==> src/hw/rtl/plateau_peak_valley_marker_macros.svh <==
// assertion helpers for the plateau peak/valley marker
`ifndef PLATEAU_PEAK_VALLEY_MARKER_MACROS_SVH
`define PLATEAU_PEAK_VALLEY_MARKER_MACROS_SVH

`ifndef SYNTH
// same-cycle implication
`define PVM_ASSERT_NOW(lbl, clk, rst, ante, cons) \
   lbl: assert property (@(posedge clk) disable iff (rst) (ante) |-> (cons)) \
      else $error("assertion failed");
// next-cycle implication
`define PVM_ASSERT_NEXT(lbl, clk, rst, ante, cons) \
   lbl: assert property (@(posedge clk) disable iff (rst) (ante) |=> (cons)) \
      else $error("assertion failed");
`else
`define PVM_ASSERT_NOW(lbl, clk, rst, ante, cons)
`define PVM_ASSERT_NEXT(lbl, clk, rst, ante, cons)
`endif

`endif

==> src/hw/rtl/pvm_pkg.sv <==
package pvm_pkg;

   localparam int SAMPLE_BITS = 8;
   localparam int COUNT_BITS  = 16;
   localparam int QUEUE_DEPTH = 4;
   localparam int PTR_BITS    = $clog2(QUEUE_DEPTH);
   localparam int QCNT_BITS   = $clog2(QUEUE_DEPTH + 1);

   typedef enum logic [1:0] {
      LABEL_NONE,
      LABEL_PEAK,
      LABEL_VALLEY
   } label_type;

   typedef enum logic [1:0] {
      DIR_NONE,
      DIR_RISE,
      DIR_FALL
   } dir_type;

   typedef struct packed {
      label_type   label;
      logic [15:0] run_length;
      logic        length_saturated;
      logic        last_of_row;
   } result_type;

   // up to two results per accepted sample, slot 0 filled first
   typedef struct packed {
      logic       valid0;
      logic       valid1;
      result_type res0;
      result_type res1;
   } wr_type;

endpackage

==> src/hw/rtl/plateau_peak_valley_marker.sv <==
// plateau peak/valley marker
// input queue side: req_sample and req_row_end, one beat when push is high and
//   full is low; req_row_end marks the last sample of a row
// result queue side: the oldest result sits on rsp_* while empty is low and
//   leaves on a beat with pop high
// each closed run of equal samples gives one result: its length, a peak, valley or
//   none label, a saturation flag and a last-of-row flag
// a result caused by a sample is visible in the cycle after its beat
// throughput: one sample per cycle while full is low; a sample may give two results
//   (change of value on the row end), and the result queue drains one per cycle
// full rises when fewer than two queue slots are free, so a stalled receiver
//   backs up into the input and nothing is dropped
// reset (synchronous) empties the result queue and forgets any open run
`include "plateau_peak_valley_marker_macros.svh"

module plateau_peak_valley_marker (
   input  logic        clock,
   input  logic        reset,
   input  logic        push,
   output logic        full,
   input  logic [7:0]  req_sample,
   input  logic        req_row_end,
   output logic        empty,
   input  logic        pop,
   output logic [1:0]  rsp_label,
   output logic [15:0] rsp_run_length,
   output logic        rsp_length_saturated,
   output logic        rsp_last_of_row
);
   import pvm_pkg::*;

   wr_type               wr;
   result_type           head;
   logic                 accept;
   logic [QCNT_BITS-1:0] level;

   // front: run tracking and labelling, one beat per cycle while full is low
   assign accept = push && !full;

   pvm_front u_front (
      .clock   (clock),
      .reset   (reset),
      .accept  (accept),
      .sample  (req_sample),
      .row_end (req_row_end),
      .wr      (wr)
   );

   // back: result queue, takes up to two results in, hands one out
   pvm_queue u_queue (
      .clock       (clock),
      .reset       (reset),
      .wr          (wr),
      .pop         (pop),
      .empty       (empty),
      .almost_full (full),
      .rd_data     (head),
      .level       (level)
   );

   assign rsp_label            = head.label;
   assign rsp_run_length       = head.run_length;
   assign rsp_length_saturated = head.length_saturated;
   assign rsp_last_of_row      = head.last_of_row;

   // queue never holds more than its depth
   `PVM_ASSERT_NOW(a_level_bound, clock, reset, 1'b1, level <= QCNT_BITS'(QUEUE_DEPTH))
   // nothing waits right after reset
   `PVM_ASSERT_NEXT(a_empty_after_reset, clock, 1'b0, reset, empty)
   // the row's final run is never an extremum
   `PVM_ASSERT_NOW(a_last_is_none, clock, reset, !empty && rsp_last_of_row, rsp_label == LABEL_NONE)
   // a row end beat always leaves a result waiting
   `PVM_ASSERT_NEXT(a_row_end_result, clock, reset, accept && req_row_end, !empty)

endmodule

==> src/hw/rtl/pvm_front.sv <==
module pvm_front (
   input  logic           clock,
   input  logic           reset,
   input  logic           accept,
   input  logic [7:0]     sample,
   input  logic           row_end,
   output pvm_pkg::wr_type wr
);
   import pvm_pkg::*;

   logic [SAMPLE_BITS-1:0] run_value_ff, run_value_in;
   logic [COUNT_BITS-1:0]  run_count_ff, run_count_in;
   dir_type                entry_dir_ff, entry_dir_in;
   logic                   run_open_ff, run_open_in;
   logic                   overflow_ff, overflow_in;

   logic [SAMPLE_BITS-1:0] s;
   dir_type                dir;
   label_type              close_label;
   result_type             close_res;
   result_type             end_res;
   logic                   close_run;

   assign s   = SAMPLE_BITS'(sample);
   assign dir = (s > run_value_ff) ? DIR_RISE : DIR_FALL;

   always_comb begin
      unique case (entry_dir_ff)
         DIR_RISE: close_label = (dir == DIR_FALL) ? LABEL_PEAK : LABEL_NONE;
         DIR_FALL: close_label = (dir == DIR_RISE) ? LABEL_VALLEY : LABEL_NONE;
         default:  close_label = LABEL_NONE;
      endcase
   end

   always_comb begin
      run_value_in = run_value_ff;
      run_count_in = run_count_ff;
      entry_dir_in = entry_dir_ff;
      run_open_in  = run_open_ff;
      overflow_in  = overflow_ff;
      close_run    = 1'b0;
      priority if (!run_open_ff) begin
         run_value_in = s;
         run_count_in = COUNT_BITS'(1);
         entry_dir_in = DIR_NONE;
         run_open_in  = 1'b1;
         overflow_in  = 1'b0;
      end else if (s == run_value_ff) begin
         if (run_count_ff == '1) begin
            overflow_in = 1'b1;
         end else begin
            run_count_in = run_count_ff + COUNT_BITS'(1);
         end
      end else begin
         close_run    = 1'b1;
         run_value_in = s;
         run_count_in = COUNT_BITS'(1);
         entry_dir_in = dir;
         overflow_in  = 1'b0;
      end

      close_res.label            = close_label;
      close_res.run_length       = 16'(run_count_ff);
      close_res.length_saturated = overflow_ff;
      close_res.last_of_row      = 1'b0;

      // row end closes whatever run is open after this sample
      end_res.label              = LABEL_NONE;
      end_res.run_length         = 16'(run_count_in);
      end_res.length_saturated   = overflow_in;
      end_res.last_of_row        = 1'b1;

      wr.valid0 = accept && (close_run || row_end);
      wr.valid1 = accept && close_run && row_end;
      wr.res0   = close_run ? close_res : end_res;
      wr.res1   = end_res;

      if (row_end) begin
         run_value_in = '0;
         run_count_in = '0;
         entry_dir_in = DIR_NONE;
         run_open_in  = 1'b0;
         overflow_in  = 1'b0;
      end
   end

   always_ff @(posedge clock) begin
      if (reset) begin
         run_value_ff <= '0;
         run_count_ff <= '0;
         entry_dir_ff <= DIR_NONE;
         run_open_ff  <= 1'b0;
         overflow_ff  <= 1'b0;
      end else if (accept) begin
         run_value_ff <= run_value_in;
         run_count_ff <= run_count_in;
         entry_dir_ff <= entry_dir_in;
         run_open_ff  <= run_open_in;
         overflow_ff  <= overflow_in;
      end
   end

endmodule

==> src/hw/rtl/pvm_queue.sv <==
module pvm_queue (
   input  logic                                clock,
   input  logic                                reset,
   input  pvm_pkg::wr_type                     wr,
   input  logic                                pop,
   output logic                                empty,
   output logic                                almost_full,
   output pvm_pkg::result_type                 rd_data,
   output logic [$clog2(pvm_pkg::QUEUE_DEPTH+1)-1:0] level
);
   import pvm_pkg::*;

   result_type           mem [QUEUE_DEPTH];
   logic [PTR_BITS-1:0]  wr_ptr_ff, wr_ptr_in;
   logic [PTR_BITS-1:0]  rd_ptr_ff, rd_ptr_in;
   logic [QCNT_BITS-1:0] count_ff, count_in;
   logic [QCNT_BITS-1:0] n_wr;
   logic                 do_pop;

   assign empty       = (count_ff == '0);
   // room for two results is kept so one sample never overruns
   assign almost_full = (count_ff >= QCNT_BITS'(QUEUE_DEPTH - 1));
   assign rd_data     = mem[rd_ptr_ff];
   assign level       = count_ff;
   assign do_pop      = pop && !empty;

   always_comb begin
      n_wr      = QCNT_BITS'(wr.valid0) + QCNT_BITS'(wr.valid1);
      wr_ptr_in = wr_ptr_ff + PTR_BITS'(n_wr);
      rd_ptr_in = rd_ptr_ff + PTR_BITS'(do_pop);
      count_in  = count_ff + n_wr - QCNT_BITS'(do_pop);
   end

   always_ff @(posedge clock) begin
      if (wr.valid0) begin
         mem[wr_ptr_ff] <= wr.res0;
      end
      if (wr.valid1) begin
         mem[wr_ptr_ff + PTR_BITS'(1)] <= wr.res1;
      end
   end

   always_ff @(posedge clock) begin
      if (reset) begin
         wr_ptr_ff <= '0;
         rd_ptr_ff <= '0;
         count_ff  <= '0;
      end else begin
         wr_ptr_ff <= wr_ptr_in;
         rd_ptr_ff <= rd_ptr_in;
         count_ff  <= count_in;
      end
   end

endmodule
==> config.mk <==
export PLATFORM = sky130hd
export DESIGN_NAME = plateau_peak_valley_marker
export DESIGN_NICKNAME = d
export VERILOG_FILES = /design/src/hw/rtl/pvm_pkg.sv /design/src/hw/rtl/plateau_peak_valley_marker.sv /design/src/hw/rtl/pvm_front.sv /design/src/hw/rtl/pvm_queue.sv
export VERILOG_INCLUDE_DIRS = /design/src /design/src/hw/rtl
export SDC_FILE = /design/constraint.sdc
export NUM_CORES = 1
export LEC_CHECK = 0
export BUFFER_PORTS_ARGS = -buffer_cell sky130_fd_sc_hd__buf_2
export CAP_MARGIN = 20
export CORE_MARGIN = 2
export CORE_UTILIZATION = 35
export CTS_BUF_LIST = sky130_fd_sc_hd__clkbuf_4 sky130_fd_sc_hd__clkbuf_8 sky130_fd_sc_hd__clkbuf_16
export CTS_CLUSTER_SIZE = 10
export DETAILED_ROUTE_END_ITERATION = 6
export PLACE_DENSITY = 0.49
export SKIP_LAST_GASP = 1
export SLEW_MARGIN = 0
export SYNTH_ARGS = -nofsm -noshare
export SYNTH_HDL_FRONTEND = slang
export SYNTH_SLANG_ARGS = --single-unit
==> constraint.sdc <==
create_clock -name clock -period 3.8 [get_ports clock]
set_input_delay 0.19 -clock clock [delete_from_list [all_inputs] [get_ports clock]]
set_output_delay 0.19 -clock clock [all_outputs]
set_load 0.02 [all_outputs]
---- Word level (Yosys, flattened, before mapping) ----
Memory sizes are Yosys's and may differ from the RTL's. A register that Yosys moved wholly into a read port is not among the register bits.
Cells that the tools add are included.
cells by class
  add/subtract/negate cells ............... 7
  order comparisons ....................... 2
  equality and inequality tests ........... 7
  mux-type cells .......................... 27
  reductions and logical operators ........ 10
operators with widths
  kind                                                               number
  two-way mux 16 bit                                                 4
  two-way mux 8 bit                                                  3
  two-way mux 20 bit                                                 1
  adder 16 x 1 -> 16 bit, second input constant                      1
  == test 16 bit, second input constant                              1
  two-way mux 1 bit                                                  12
  two-way mux 2 bit                                                  6
  == test 8 bit                                                      1
  > comparator 8 bit                                                 1
  logical AND 1 bit                                                  5
  == test 2 x 1 -> 1 bit, second input constant                      2
  == test 2 bit, second input constant                               2
  case mux 2 bit (2 select lines)                                    1
  adder 3 bit                                                        1
  greater-or-equal comparator 3 x 2 -> 1 bit, second input constant  1
  zero test 3 bit                                                    1
  != test 3 bit, second input constant                               1
  subtractor 3 x 1 -> 3 bit                                          1
  adder 1 x 1 -> 2 bit                                               1
  adder 2 x 1 -> 2 bit                                               1
  adder 2 x 1 -> 2 bit, second input constant                        1
  adder 2 bit                                                        1
  zero test 1 bit                                                    2
  AND reduction 2 bit                                                1
  logical OR 1 bit                                                   1
storage, ports and cells
  flip-flop bits (word level) ............. 35
  RAM bits ................................ 80
  input port bits ......................... 13
  output and inout port bits .............. 22
  word-level logic and storage cells ...... 62
  memories ................................ 1
memory list
  memory       words  width  read ports  clocked after memory_dff  write ports  RTL line         RTL
  u_queue.mem  4      20     1           1                         2            pvm_queue.sv:13  result_type mem [QUEUE_DEPTH];

---- Logic depth before layout (Yosys ltp) ----
Gate-level depths: netlist of run 1.
  depth in word-level cells ............... 8
  gate-level depth with buffers ........... 13
  mapped depth without buffers ............ 13

---- By module ----
From an unflattened synthesis of run 1, not the netlist that was laid out.
second synthesis, totals
  cells, all modules ...................... 560
  area, all modules ....................... 6595.1 µm²
modules (own cells, without submodules)
  module                      times used  cells an instance  area each (µm²)  seq. area each (µm²)
  pvm_queue                   1           239                4296.6           2542.4
  pvm_front                   1           320                2284.7           560.5
  plateau_peak_valley_marker  1           1                  13.8             0.0

---- Worst setup path before layout of run 1 ----
No wires, ideal clock.
  kind .................................... register to register
  start point ............................. reg u_front.run_value_ff[3]
  end point ............................... reg u_queue.count_ff[2], in the netlist u_queue.level[2]
  setup time .............................. 128 ps
  arrival ................................. 2523 ps
  data required time ...................... 3672 ps
  setup slack ............................. 1149 ps
  cell stages (with the launch flop) ...... 14
  path buffers ............................ 0
  clock period less this slack ............ 2651 ps
  path through ............................ dfxtp_1 -> inv_1 -> ha_1 -> and4_4 -> a21oi_2 -> nor2_1 -> nor2_1 -> ha_1 -> inv_1 -> ha_1 -> fa_1 -> xnor2_1 -> xnor2_1 -> nor2_1
between the ends
  cells in the longest elaborated chain, start to end .. 8
  elaborated cells between the ends (all ways) .. 10
  those cells by class .................... add/sub (3); eq/ne (1); mux (2); reduce/logical (4)
ends and longest elaborated chain
  what                                                          RTL line                          RTL
  from (decl)                                                   pvm_front.sv:11                   logic [SAMPLE_BITS-1:0] run_value_ff, run_value_in;
  from (signal assigned)                                        pvm_front.sv:95                   run_value_ff <= run_value_in;
  == test 8 bit *                                               pvm_front.sv:48                   end else if (s == run_value_ff) begin
  two-way mux 1 bit *                                           pvm_front.sv:48
  two-way mux 1 bit *                                           pvm_front.sv:42                   priority if (!run_open_ff) begin
  logical OR 1 bit / logical AND 1 bit (equally long branches)  pvm_front.sv:73, pvm_front.sv:74
  logical AND 1 bit, on equally long branches                   pvm_front.sv:73, pvm_front.sv:74
  adder 1 x 1 -> 2 bit *                                        pvm_queue.sv:28                   n_wr = QCNT_BITS'(wr.valid0) + QCNT_BITS'(wr.valid1);
  adder 3 bit *                                                 pvm_queue.sv:31                   count_in = count_ff + n_wr - QCNT_BITS'(do_pop);
  subtractor 3 x 1 -> 3 bit *                                   pvm_queue.sv:31
  to (signal assigned)                                          pvm_queue.sv:51                   count_ff <= count_in;
  to (decl)                                                     pvm_queue.sv:16                   logic [QCNT_BITS-1:0] count_ff, count_in;
Every way passes the cells marked *; elsewhere a longest branch is shown, timed or not.
A chain may end at the register's enable or synchronous reset.

---- Final worst setup path of run 1 ----
  start point ............................. reg u_front.run_value_ff[6]
  end point ............................... reg u_queue.count_ff[2], in the netlist u_queue.level[2]
Same word-level chain as after synthesis.

==> impl_table.tex, run 1 <==
\begin{tabular}{lr}
\hline
Metric & Value \\
\hline
\multicolumn{2}{l}{\textbf{Run status}} \\
\quad Outcome & finished, final reports clean \\
\multicolumn{2}{l}{\textbf{Detailed routing}} \\
\quad Post-detailed-route via-to-cell ratio & 5.556 \\
\quad Total wirelength of the detailed-routed design & between 15000 and 20000 um \\
\quad Post-route DRC violation count & 0 \\
\quad Violation count after the first detailed-route iteration & 442 \\
\quad Routed length per instance & about 20 um \\
\quad ANT nets after route & 0 \\
\quad DR vias & roughly 4800 \\
\quad First-pass iteration count of the detailed router & 5 \\
\multicolumn{2}{l}{\textbf{Place}} \\
\quad Number of port buffers & 34 \\
\quad Placer congestion estimate & between 0.9 and 1 \\
\quad Placed wire-length estimate & roughly 12000 um \\
\quad Area of placed instances & between 6000 and 7000 um\^{}2 \\
\quad Number of cells in the design after placement & $\sim$840 \\
\multicolumn{2}{l}{\textbf{Logic synthesis}} \\
\quad Post-synth top area share & 32.41\% \\
\quad Asr flop ratio synth & 0\% \\
\quad Number of nets produced by synthesis & about 640 \\
\quad Commonest cells in the synthesized netlist & sky130\_fd\_sc\_hd\_\_edfxtp\_1, sky130\_fd\_sc\_hd\_\_nand2\_1, sky130\_fd\_sc\_hd\_\_a21oi\_1 \\
\quad Post-Synthesis Cells & 611 \\
\quad Yosys warning total & 0 \\
\quad Area leader, netlist & sky130\_fd\_sc\_hd\_\_edfxtp\_1 \\
\quad Sequential fraction of the synthesis area & 47.35\% \\
\quad Syn Std Cell Area & 6300 um\^{}2 \\
\quad Mean Syn Cell Area & about 10 um\^{}2 \\
\quad Flops \& latches, synth & roughly 120 \\
\quad Most frequently used flop master after synthesis & sky130\_fd\_sc\_hd\_\_edfxtp\_1 \\
\quad Number of enable flip-flop cells after synthesis & 68 \\
\quad Synth top area cells & sky130\_fd\_sc\_hd\_\_edfxtp\_1, sky130\_fd\_sc\_hd\_\_dfxtp\_1, sky130\_fd\_sc\_hd\_\_mux4\_2 \\
\quad Unique cell type count in the Yosys netlist & 75 \\
\multicolumn{2}{l}{\textbf{Floorplanning}} \\
\quad Initial standard-cell utilization of the core & about a third \\
\quad Die area & 19090 um\^{}2 \\
\quad Height of the die & 138.2 um \\
\quad Core Area & approximately 18000 um\^{}2 \\
\quad Ports placed on the boundary & 35 \\
\quad Width of the die & approximately 140 um \\
\quad Site Rows & 49 \\
\multicolumn{2}{l}{\textbf{Pwr}} \\
\quad Power density cells & $\sim$590 nW/um\^{}2 \\
\quad Worst IR Drop VDD & slightly above 0.3 mV \\
\quad Total leakage power & about 2.4 nW \\
\multicolumn{2}{l}{\textbf{CTS}} \\
\quad Deepest level of the CTS H-tree & 4 \\
\quad Clock buffers created by TritonCTS & 17 \\
\quad Later-pin clock latency in the skew report & roughly 420 ps \\
\quad Clock sink total & 115 \\
\quad Hold-fix buffers at CTS & 0 \\
\quad Largest buffer count on any clock path & 2 \\
\quad Clock tree from TritonCTS & built \\
\quad Number of gates given a new drive strength after cts & 0 \\
\quad Clock-pin slew on the worst setup and hold paths & roughly 50 ps \\
\quad Root Buffer & sky130\_fd\_sc\_hd\_\_clkbuf\_16 \\
\quad Setup bufs post-CTS & 0 \\
\multicolumn{2}{l}{\textbf{STA}} \\
\quad Max-slew violations & 0 \\
\quad Hold Vio Cnt, Final & 0 \\
\quad Maximum achievable frequency & $\sim$0.33 GHz \\
\quad Final critical delay including setup and external delays & a little over 3000 ps \\
\quad Final critical-path share of the clock period & 80.87\% \\
\quad Tightest Pin Transition & approximately 1000 ps \\
\quad Setup violations, final & 0 \\
\quad Setup skew after layout & about 7.2 ps \\
\quad Headroom to the max-slew limit & around 34\% \\
\quad Setup TNS & 0 ps \\
\quad RSZ-0062 raised after global routing & no \\
\multicolumn{2}{l}{\textbf{Worst setup path}} \\
\quad Critical R2R Launch & u\_front.run\_value\_ff[6] \\
\quad Reg2reg path depth & 14 \\
\quad Type of destination of the critical path & flip-flop \\
\quad Worst EP required & a little over 4000 ps \\
\quad First element of the critical path & u\_front.run\_value\_ff[6] \\
\quad Critical path class & reg2reg \\
\quad Critical register-to-register path endpoint & u\_queue.level[2] \\
\quad Reg-to-reg setup timing slack & 730 ps \\
\quad Critical Path AT & 3360 ps \\
\quad CP Launch Type & flip-flop \\
\quad Crit Path Max Fanout & 12 \\
\multicolumn{2}{l}{\textbf{Min path}} \\
\quad Worst min path class & in2reg \\
\quad Worst Hold Path EP & u\_front.run\_value\_ff[0] \\
\quad Worst Hold Depth & 3 \\
\quad Hold Crit Start & req\_sample[0] \\
\multicolumn{2}{l}{\textbf{Flow run}} \\
\quad Number of maximum-capacitance violations & 0 \\
\multicolumn{2}{l}{\textbf{Layout}} \\
\quad Area added between synthesis and finish & 13.51\% \\
\quad Fraction of final layout cells sized beyond drive strength 1 & slightly above 20\% \\
\quad Storage cell area & approximately 3000 um\^{}2 \\
\quad Final instance area & 7151 um\^{}2 \\
\quad Post-Layout Cell Count & roughly 870 \\
\quad \# fillers & $\sim$1700 \\
\quad Final core utilization & 40.08\% \\
\quad Net count reported at finish & between 600 and 700 \\
\quad Area used by multi-input combinational logic & approximately 2900 um\^{}2 \\
\quad Diodes inserted & 0 \\
\multicolumn{2}{l}{\textbf{GRT}} \\
\quad GRT Overall Usage & around 18\% \\
\quad Antenna violations before repair & 0 \\
\quad Largest net degree at the start of global routing & 27 \\
\quad First-pass GRT wire length & 26940 um \\
\quad GR Overflow Total & 0 \\
\quad Via count of the first global-routing pass & about 4800 \\
\hline
\end{tabular}
## cell families after synthesis
kind of cell    share of synthesized area, %
compound gates                         16.88
xor+xnor                               1.390
fa+ha+maj                              3.694
buf+inv                                6.038
flops                                  47.35
mux                                    7.329
simple gates                           17.32
## cell type report
| class | count | area share (%) |
|---|---|---|
| Clock buffer | 18 | 6.054 |
| Clock inverter | 13 | 1.995 |
| Inverter | 27 | 1.417 |
| Multi-Input combinational cell | 424 | 41.17 |
| Sequential cell | 115 | 41.71 |
| Tap cell | 229 | 4.007 |
| Timing Repair Buffer | 46 | 3.640 |
## worst max-delay path by stage
stage                     slack, ps          endpoint  cells after the start
after detailed placement        750  u_queue.level[2]                     14
after global placement          850  u_queue.level[2]                     14
after global routing            530  u_queue.level[2]                     14
final                           730  u_queue.level[2]                     14
after CTS                       710  u_queue.level[2]                     14
after floorplan                1150  u_queue.level[2]                     13
## sequential cells by signal (all words and copies together), names as in the netlist
name	cells
u_front.run_value_ff	8
u_front.entry_dir_ff	2
u_queue.mem	80
u_queue.level	3
u_queue.wr_ptr_ff	2
u_front.overflow_ff	1
u_front.run_count_ff	16
u_front.run_open_ff	1
u_queue.rd_ptr_ff	2
## placed cells by master, fill, tap and decap left out, drive strengths merged, types with 11 or more instances in the layout
cell type  synthesis  layout
a21oi             71      71
a22oi             11      11
buf               38      46
clkbuf             7      18
dfxtp             47      47
edfxtp            68      68
ha                17      17
inv               27      27
mux4              20      20
nand2             68      68
nand3             17      17
nor2              61      61
nor3              19      19
o21ai             44      44
## routing by layer
| layer | part of all wire [%] | routed length [um] | vias up | global-route usage [%] |
|---|---|---|---|---|
| met1 | 45 | 7653 | 2363 | 24.11 |
| met5 | 0 | 0 | - | 0 |
| li1 | - | - | 2293 | - |
| met3 | 5.9 | 1005 | 23 | 4.191 |
| met4 | 1.8 | 306 | 0 | 5.961 |
| met2 | 47 | 8083 | 166 | 29.52 |
## power by group
part / internal (mW) / switching, mW / total, mW / leakage, nW
logic: 0.420 / 0.696 / 1.12 / 1.12
clock network: 1.02 / 0.553 / 1.57 / 0.283
registers: 1.45 / 0.0821 / 1.53 / 1.03
total: 2.89 / 1.33 / 4.22 / 2.44
## worst max-delay path, cell delays in order (launching register included)
cell and delay [ps]:
sky130_fd_sc_hd__dfxtp_1 330, sky130_fd_sc_hd__inv_1 50, sky130_fd_sc_hd__ha_1 310, sky130_fd_sc_hd__and4_1 270, sky130_fd_sc_hd__a21oi_2 70, sky130_fd_sc_hd__buf_4 170, sky130_fd_sc_hd__nor2_1 280, sky130_fd_sc_hd__nor2_1 80
sky130_fd_sc_hd__ha_1 220, sky130_fd_sc_hd__inv_1 60, sky130_fd_sc_hd__ha_1 250, sky130_fd_sc_hd__fa_1 460, sky130_fd_sc_hd__xnor2_1 200, sky130_fd_sc_hd__xnor2_1 140, sky130_fd_sc_hd__nor2_1 50
## through the flow
step / hold slack [ps] / setup WS, ps / power [mW]
6_report: 28.37 / 727.0 / 4.221
3_3_place_gp: 448.6 / 849.7 / 2.665
4_1_cts: 24.30 / 712.3 / 4.261
5_1_grt: 31.30 / 533.4 / 4.408
2_1_floorplan: 338.3 / 1149 / 2.342
3_5_place_dp: 446.0 / 749.3 / 2.684
(Power assumes the default switching activity.)
==> run 2: changes to the inputs <==
--- a/config.mk
+++ b/config.mk
@@ -6,6 +6,7 @@
 export SDC_FILE = /design/constraint.sdc
 export NUM_CORES = 1
 export LEC_CHECK = 0
+export ABC_AREA = 1
 export BUFFER_PORTS_ARGS = -buffer_cell sky130_fd_sc_hd__buf_2
 export CAP_MARGIN = 20
 export CORE_MARGIN = 2
@@ -13,7 +14,7 @@
 export CTS_BUF_LIST = sky130_fd_sc_hd__clkbuf_4 sky130_fd_sc_hd__clkbuf_8 sky130_fd_sc_hd__clkbuf_16
 export CTS_CLUSTER_SIZE = 10
 export DETAILED_ROUTE_END_ITERATION = 6
-export PLACE_DENSITY = 0.49
+export PLACE_DENSITY = 0.5
 export SKIP_LAST_GASP = 1
 export SLEW_MARGIN = 0
 export SYNTH_ARGS = -nofsm -noshare
==> constraint.sdc (replaced) <==
create_clock -name clock -period 2.8 [get_ports clock]
set_input_delay 0.14 -clock clock [delete_from_list [all_inputs] [get_ports clock]]
set_output_delay 0.14 -clock clock [all_outputs]
set_load 0.02 [all_outputs]
==> run 2 against run 1 <==
Effect of this change:
- register-to-register slack worse by 500 ps
- largest cell class unchanged
- sequential share of layout area shrank 2.3 points
- non-clock buffer count increased by 16
- sequential power up 36%
- utilization rose by 2.0 points
- combinational power increased by 50%
- highest routed layer unchanged
- hold slack improved by 65 ps
- setup slack worse by 520 ps
- die area up 1.8%
- final cell count up 31%
- count of clock-buffer cells in the layout is 8 higher
- clock skew increased by 5.3 ps
==> impl_table.tex, run 2 <==
\begin{tabular}{lr}
\hline
Metric & Value \\
\hline
\multicolumn{2}{l}{\textbf{Run status}} \\
\quad Outcome & finished, final reports clean \\
\multicolumn{2}{l}{\textbf{CTS}} \\
\quad Largest buffer count on any clock path & 2 \\
\quad Clock tree from TritonCTS & built \\
\quad Clock sink total & roughly 120 \\
\quad Clock-pin slew on the worst setup and hold paths & 50 ps \\
\quad Later-pin clock latency in the skew report & around 420 ps \\
\quad Deepest level of the CTS H-tree & 4 \\
\quad Clock buffers created by TritonCTS & 17 \\
\quad Root Buffer & sky130\_fd\_sc\_hd\_\_clkbuf\_16 \\
\multicolumn{2}{l}{\textbf{Logic synthesis}} \\
\quad Commonest cells in the synthesized netlist & sky130\_fd\_sc\_hd\_\_nand2\_1, sky130\_fd\_sc\_hd\_\_inv\_1, sky130\_fd\_sc\_hd\_\_nor2\_1 \\
\quad Flops \& latches, synth & 115 \\
\quad Number of nets produced by synthesis & just under 900 \\
\quad Post-synth top area share & a little under a third \\
\quad Asr flop ratio synth & 0\% \\
\quad Area leader, netlist & sky130\_fd\_sc\_hd\_\_edfxtp\_1 \\
\quad Most common cell in the netlist & sky130\_fd\_sc\_hd\_\_nand2\_1 \\
\quad Yosys warning total & 0 \\
\quad Unique cell type count in the Yosys netlist & 34 \\
\quad Most frequently used flop master after synthesis & sky130\_fd\_sc\_hd\_\_edfxtp\_1 \\
\quad Synth top area cells & sky130\_fd\_sc\_hd\_\_edfxtp\_1, sky130\_fd\_sc\_hd\_\_nand2\_1, sky130\_fd\_sc\_hd\_\_dfxtp\_1 \\
\quad Number of enable flip-flop cells after synthesis & 68 \\
\quad Post-Synthesis Cells & about 850 \\
\quad Mean Syn Cell Area & roughly 7.5 um\^{}2 \\
\quad Syn Std Cell Area & $\sim$6400 um\^{}2 \\
\quad Sequential fraction of the synthesis area & 46.49\% \\
\multicolumn{2}{l}{\textbf{Layout}} \\
\quad Final instance area & 7564 um\^{}2 \\
\quad Top register by number of flip-flops & u\_queue.mem \\
\quad Storage cell area & just under 3000 um\^{}2 \\
\quad \# fillers & around 1900 \\
\quad Area added between synthesis and finish & 17.88\% \\
\quad Fraction of final layout cells sized beyond drive strength 1 & between 10\% and 20\% \\
\quad Diodes inserted & 0 \\
\quad Top Registers & u\_queue.mem x80, u\_front.run\_count\_ff x16, u\_front.run\_value\_ff x8 \\
\quad Final core utilization & approximately 42\% \\
\quad Post-Layout Cell Count & around 1100 \\
\quad Net count reported at finish & between 900 and 1000 \\
\quad Area used by multi-input combinational logic & 2860 um\^{}2 \\
\quad Most used cells in the layout excluding fill and tap cells & sky130\_fd\_sc\_hd\_\_nand2\_1, sky130\_fd\_sc\_hd\_\_inv\_1, sky130\_fd\_sc\_hd\_\_nor2\_1, sky130\_fd\_sc\_hd\_\_a21oi\_1, sky130\_fd\_sc\_hd\_\_edfxtp\_1 \\
\quad Most common cell after layout, fill and taps aside & sky130\_fd\_sc\_hd\_\_nand2\_1 \\
\quad Max reg flops & 80 \\
\multicolumn{2}{l}{\textbf{STA}} \\
\quad Hold Vio Cnt, Final & 0 \\
\quad Worst hold margin & slightly above 90 ps \\
\quad Setup violations, final & 0 \\
\quad Final critical delay including setup and external delays & roughly 2600 ps \\
\quad Max-slew violations & 0 \\
\quad Setup skew after layout & between 10 and 15 ps \\
\quad Setup TNS & 0 ps \\
\quad Tightest Pin Transition & around 800 ps \\
\quad RSZ-0062 raised after global routing & no \\
\quad Headroom to the max-slew limit & a little under half \\
\quad Maximum achievable frequency & 0.3851 GHz \\
\quad Final critical-path share of the clock period & between 90\% and 100\% \\
\quad Final worst slack & around 200 ps \\
\multicolumn{2}{l}{\textbf{Pwr}} \\
\quad Power density cells & between 700 and 800 nW/um\^{}2 \\
\quad Total leakage power & between 3 and 4 nW \\
\quad Overall power of the completed layout & approximately 6 mW \\
\quad Worst IR Drop VDD & roughly 0.42 mV \\
\multicolumn{2}{l}{\textbf{Detailed routing}} \\
\quad Total wirelength of the detailed-routed design & between 15000 and 20000 um \\
\quad DR vias & between 5000 and 6000 \\
\quad Post-route DRC violation count & 0 \\
\quad Post-detailed-route via-to-cell ratio & $\sim$4.8 \\
\quad First-pass iteration count of the detailed router & 4 \\
\quad Routed length per instance & roughly 15 um \\
\quad ANT nets after route & 0 \\
\quad Violation count after the first detailed-route iteration & $\sim$390 \\
\multicolumn{2}{l}{\textbf{Floorplanning}} \\
\quad Width of the die & 139.4 um \\
\quad Site Rows & 49 \\
\quad Initial standard-cell utilization of the core & about 36\% \\
\quad Die area & slightly below 20000 um\^{}2 \\
\quad Core Area & about 18000 um\^{}2 \\
\quad Ports placed on the boundary & 35 \\
\quad Height of the die & between 100 and 150 um \\
\multicolumn{2}{l}{\textbf{Place}} \\
\quad Placer congestion estimate & around 0.84 \\
\quad Placed wire-length estimate & 11300 um \\
\quad Area of placed instances & slightly below 7000 um\^{}2 \\
\quad Number of port buffers & 34 \\
\quad Setup WS pre-CTS & roughly 130 ps \\
\quad Number of cells in the design after placement & between 1000 and 1500 \\
\multicolumn{2}{l}{\textbf{Worst setup path}} \\
\quad Worst EP required & approximately 3100 ps \\
\quad Reg-to-reg setup timing slack & between 200 and 250 ps \\
\quad Reg2reg path depth & 14 \\
\quad First element of the critical path & req\_sample[7] \\
\quad Crit Path Max Fanout & 4 \\
\quad Critical R2R Launch & u\_front.run\_value\_ff[7] \\
\quad Critical register-to-register path endpoint & u\_queue.level[2] \\
\quad Type of destination of the critical path & flip-flop \\
\quad Critical path class & in2reg \\
\quad CP Launch Type & input pin \\
\quad Critical Path AT & $\sim$2900 ps \\
\multicolumn{2}{l}{\textbf{GRT}} \\
\quad Largest net degree at the start of global routing & 43 \\
\quad Via count of the first global-routing pass & about 5300 \\
\quad GRT Overall Usage & approximately 18\% \\
\quad First-pass GRT wire length & $\sim$27000 um \\
\quad GR Overflow Total & 0 \\
\quad Antenna violations before repair & 0 \\
\multicolumn{2}{l}{\textbf{Flow run}} \\
\quad Number of maximum-capacitance violations & 0 \\
\multicolumn{2}{l}{\textbf{Min path}} \\
\quad Worst Hold Depth & 4 \\
\quad Worst Hold Path EP & u\_front.entry\_dir\_ff[1] \\
\quad Worst min path class & in2reg \\
\quad Hold Crit Start & req\_row\_end \\
\hline
\end{tabular}
[run 2: cell families (layout without fill, tap and decap cells)]
family	count (synthesis)	count (layout)	synth area share, %
buf+inv	144	203	8.970
xor+xnor	4	4	0.5461
compound gates	139	139	11.76
simple gates	433	433	28.61
flops	115	115	46.49
fa+ha+maj	18	18	3.627
[run 2: per-layer routing]
| layer | share of wire [%] | wire, um | up-vias | track usage (%) |
|---|---|---|---|---|
| met5 | 0 | 0 | - | 0 |
| met4 | 0.75 | 126 | 0 | 5.210 |
| met3 | 3.3 | 549 | 9 | 4.301 |
| met2 | 48 | 8075 | 91 | 29.88 |
| met1 | 48 | 7998 | 2514 | 23.39 |
| li1 | - | - | 2850 | - |
[run 2: final cells by class]
cell class / count / area share (%)
multi-input cells: 594 / 37.82
well taps: 229 / 3.788
flip-flops and latches: 115 / 39.44
clock inverters: 6 / 0.7940
repair buffers: 62 / 5.294
clock buffers: 26 / 7.461
inverters: 109 / 5.409
[run 2: worst max path at each step]
stage | cells past startpoint | endpoint | slack [ps]
detailed placement | 14 | u_queue.level[2] | 130
floorplan | 14 | u_queue.level[2] | 320
finish | 15 | u_queue.level[2] | 200
CTS | 15 | u_queue.level[2] | 120
global route | 14 | u_queue.level[2] | 40
global placement | 14 | u_queue.level[2] | 190
[run 2: critical path: stages]
cell and delay [ps]:
sky130_fd_sc_hd__dlygate4sd3_1 530, sky130_fd_sc_hd__buf_2 130, sky130_fd_sc_hd__ha_1 290, sky130_fd_sc_hd__nand2_1 70, sky130_fd_sc_hd__nor2_2 150, sky130_fd_sc_hd__nand2_2 90, sky130_fd_sc_hd__nand3_1 130, sky130_fd_sc_hd__nand2_2 110
sky130_fd_sc_hd__ha_1 220, sky130_fd_sc_hd__inv_1 60, sky130_fd_sc_hd__ha_1 240, sky130_fd_sc_hd__fa_1 440, sky130_fd_sc_hd__xor2_1 170, sky130_fd_sc_hd__inv_1 60, sky130_fd_sc_hd__nor2_1 40
[run 2: timing repair]
| action | CTS | global route |
|---|---|---|
| resized for setup | 0 | 1 |
| hold endpoints to repair | 8 | 0 |
| setup endpoints to repair | 0 | 1 |
| setup buffers | 0 | 2 |
| hold buffers | 8 | 0 |
[run 2: report_power, final]
part | switching [mW] | internal (mW) | leakage [nW]
clock | 0.765 | 1.48 | 0.317
sequential | 0.0837 | 2.00 | 1.11
combinational | 1.15 | 0.528 | 1.98
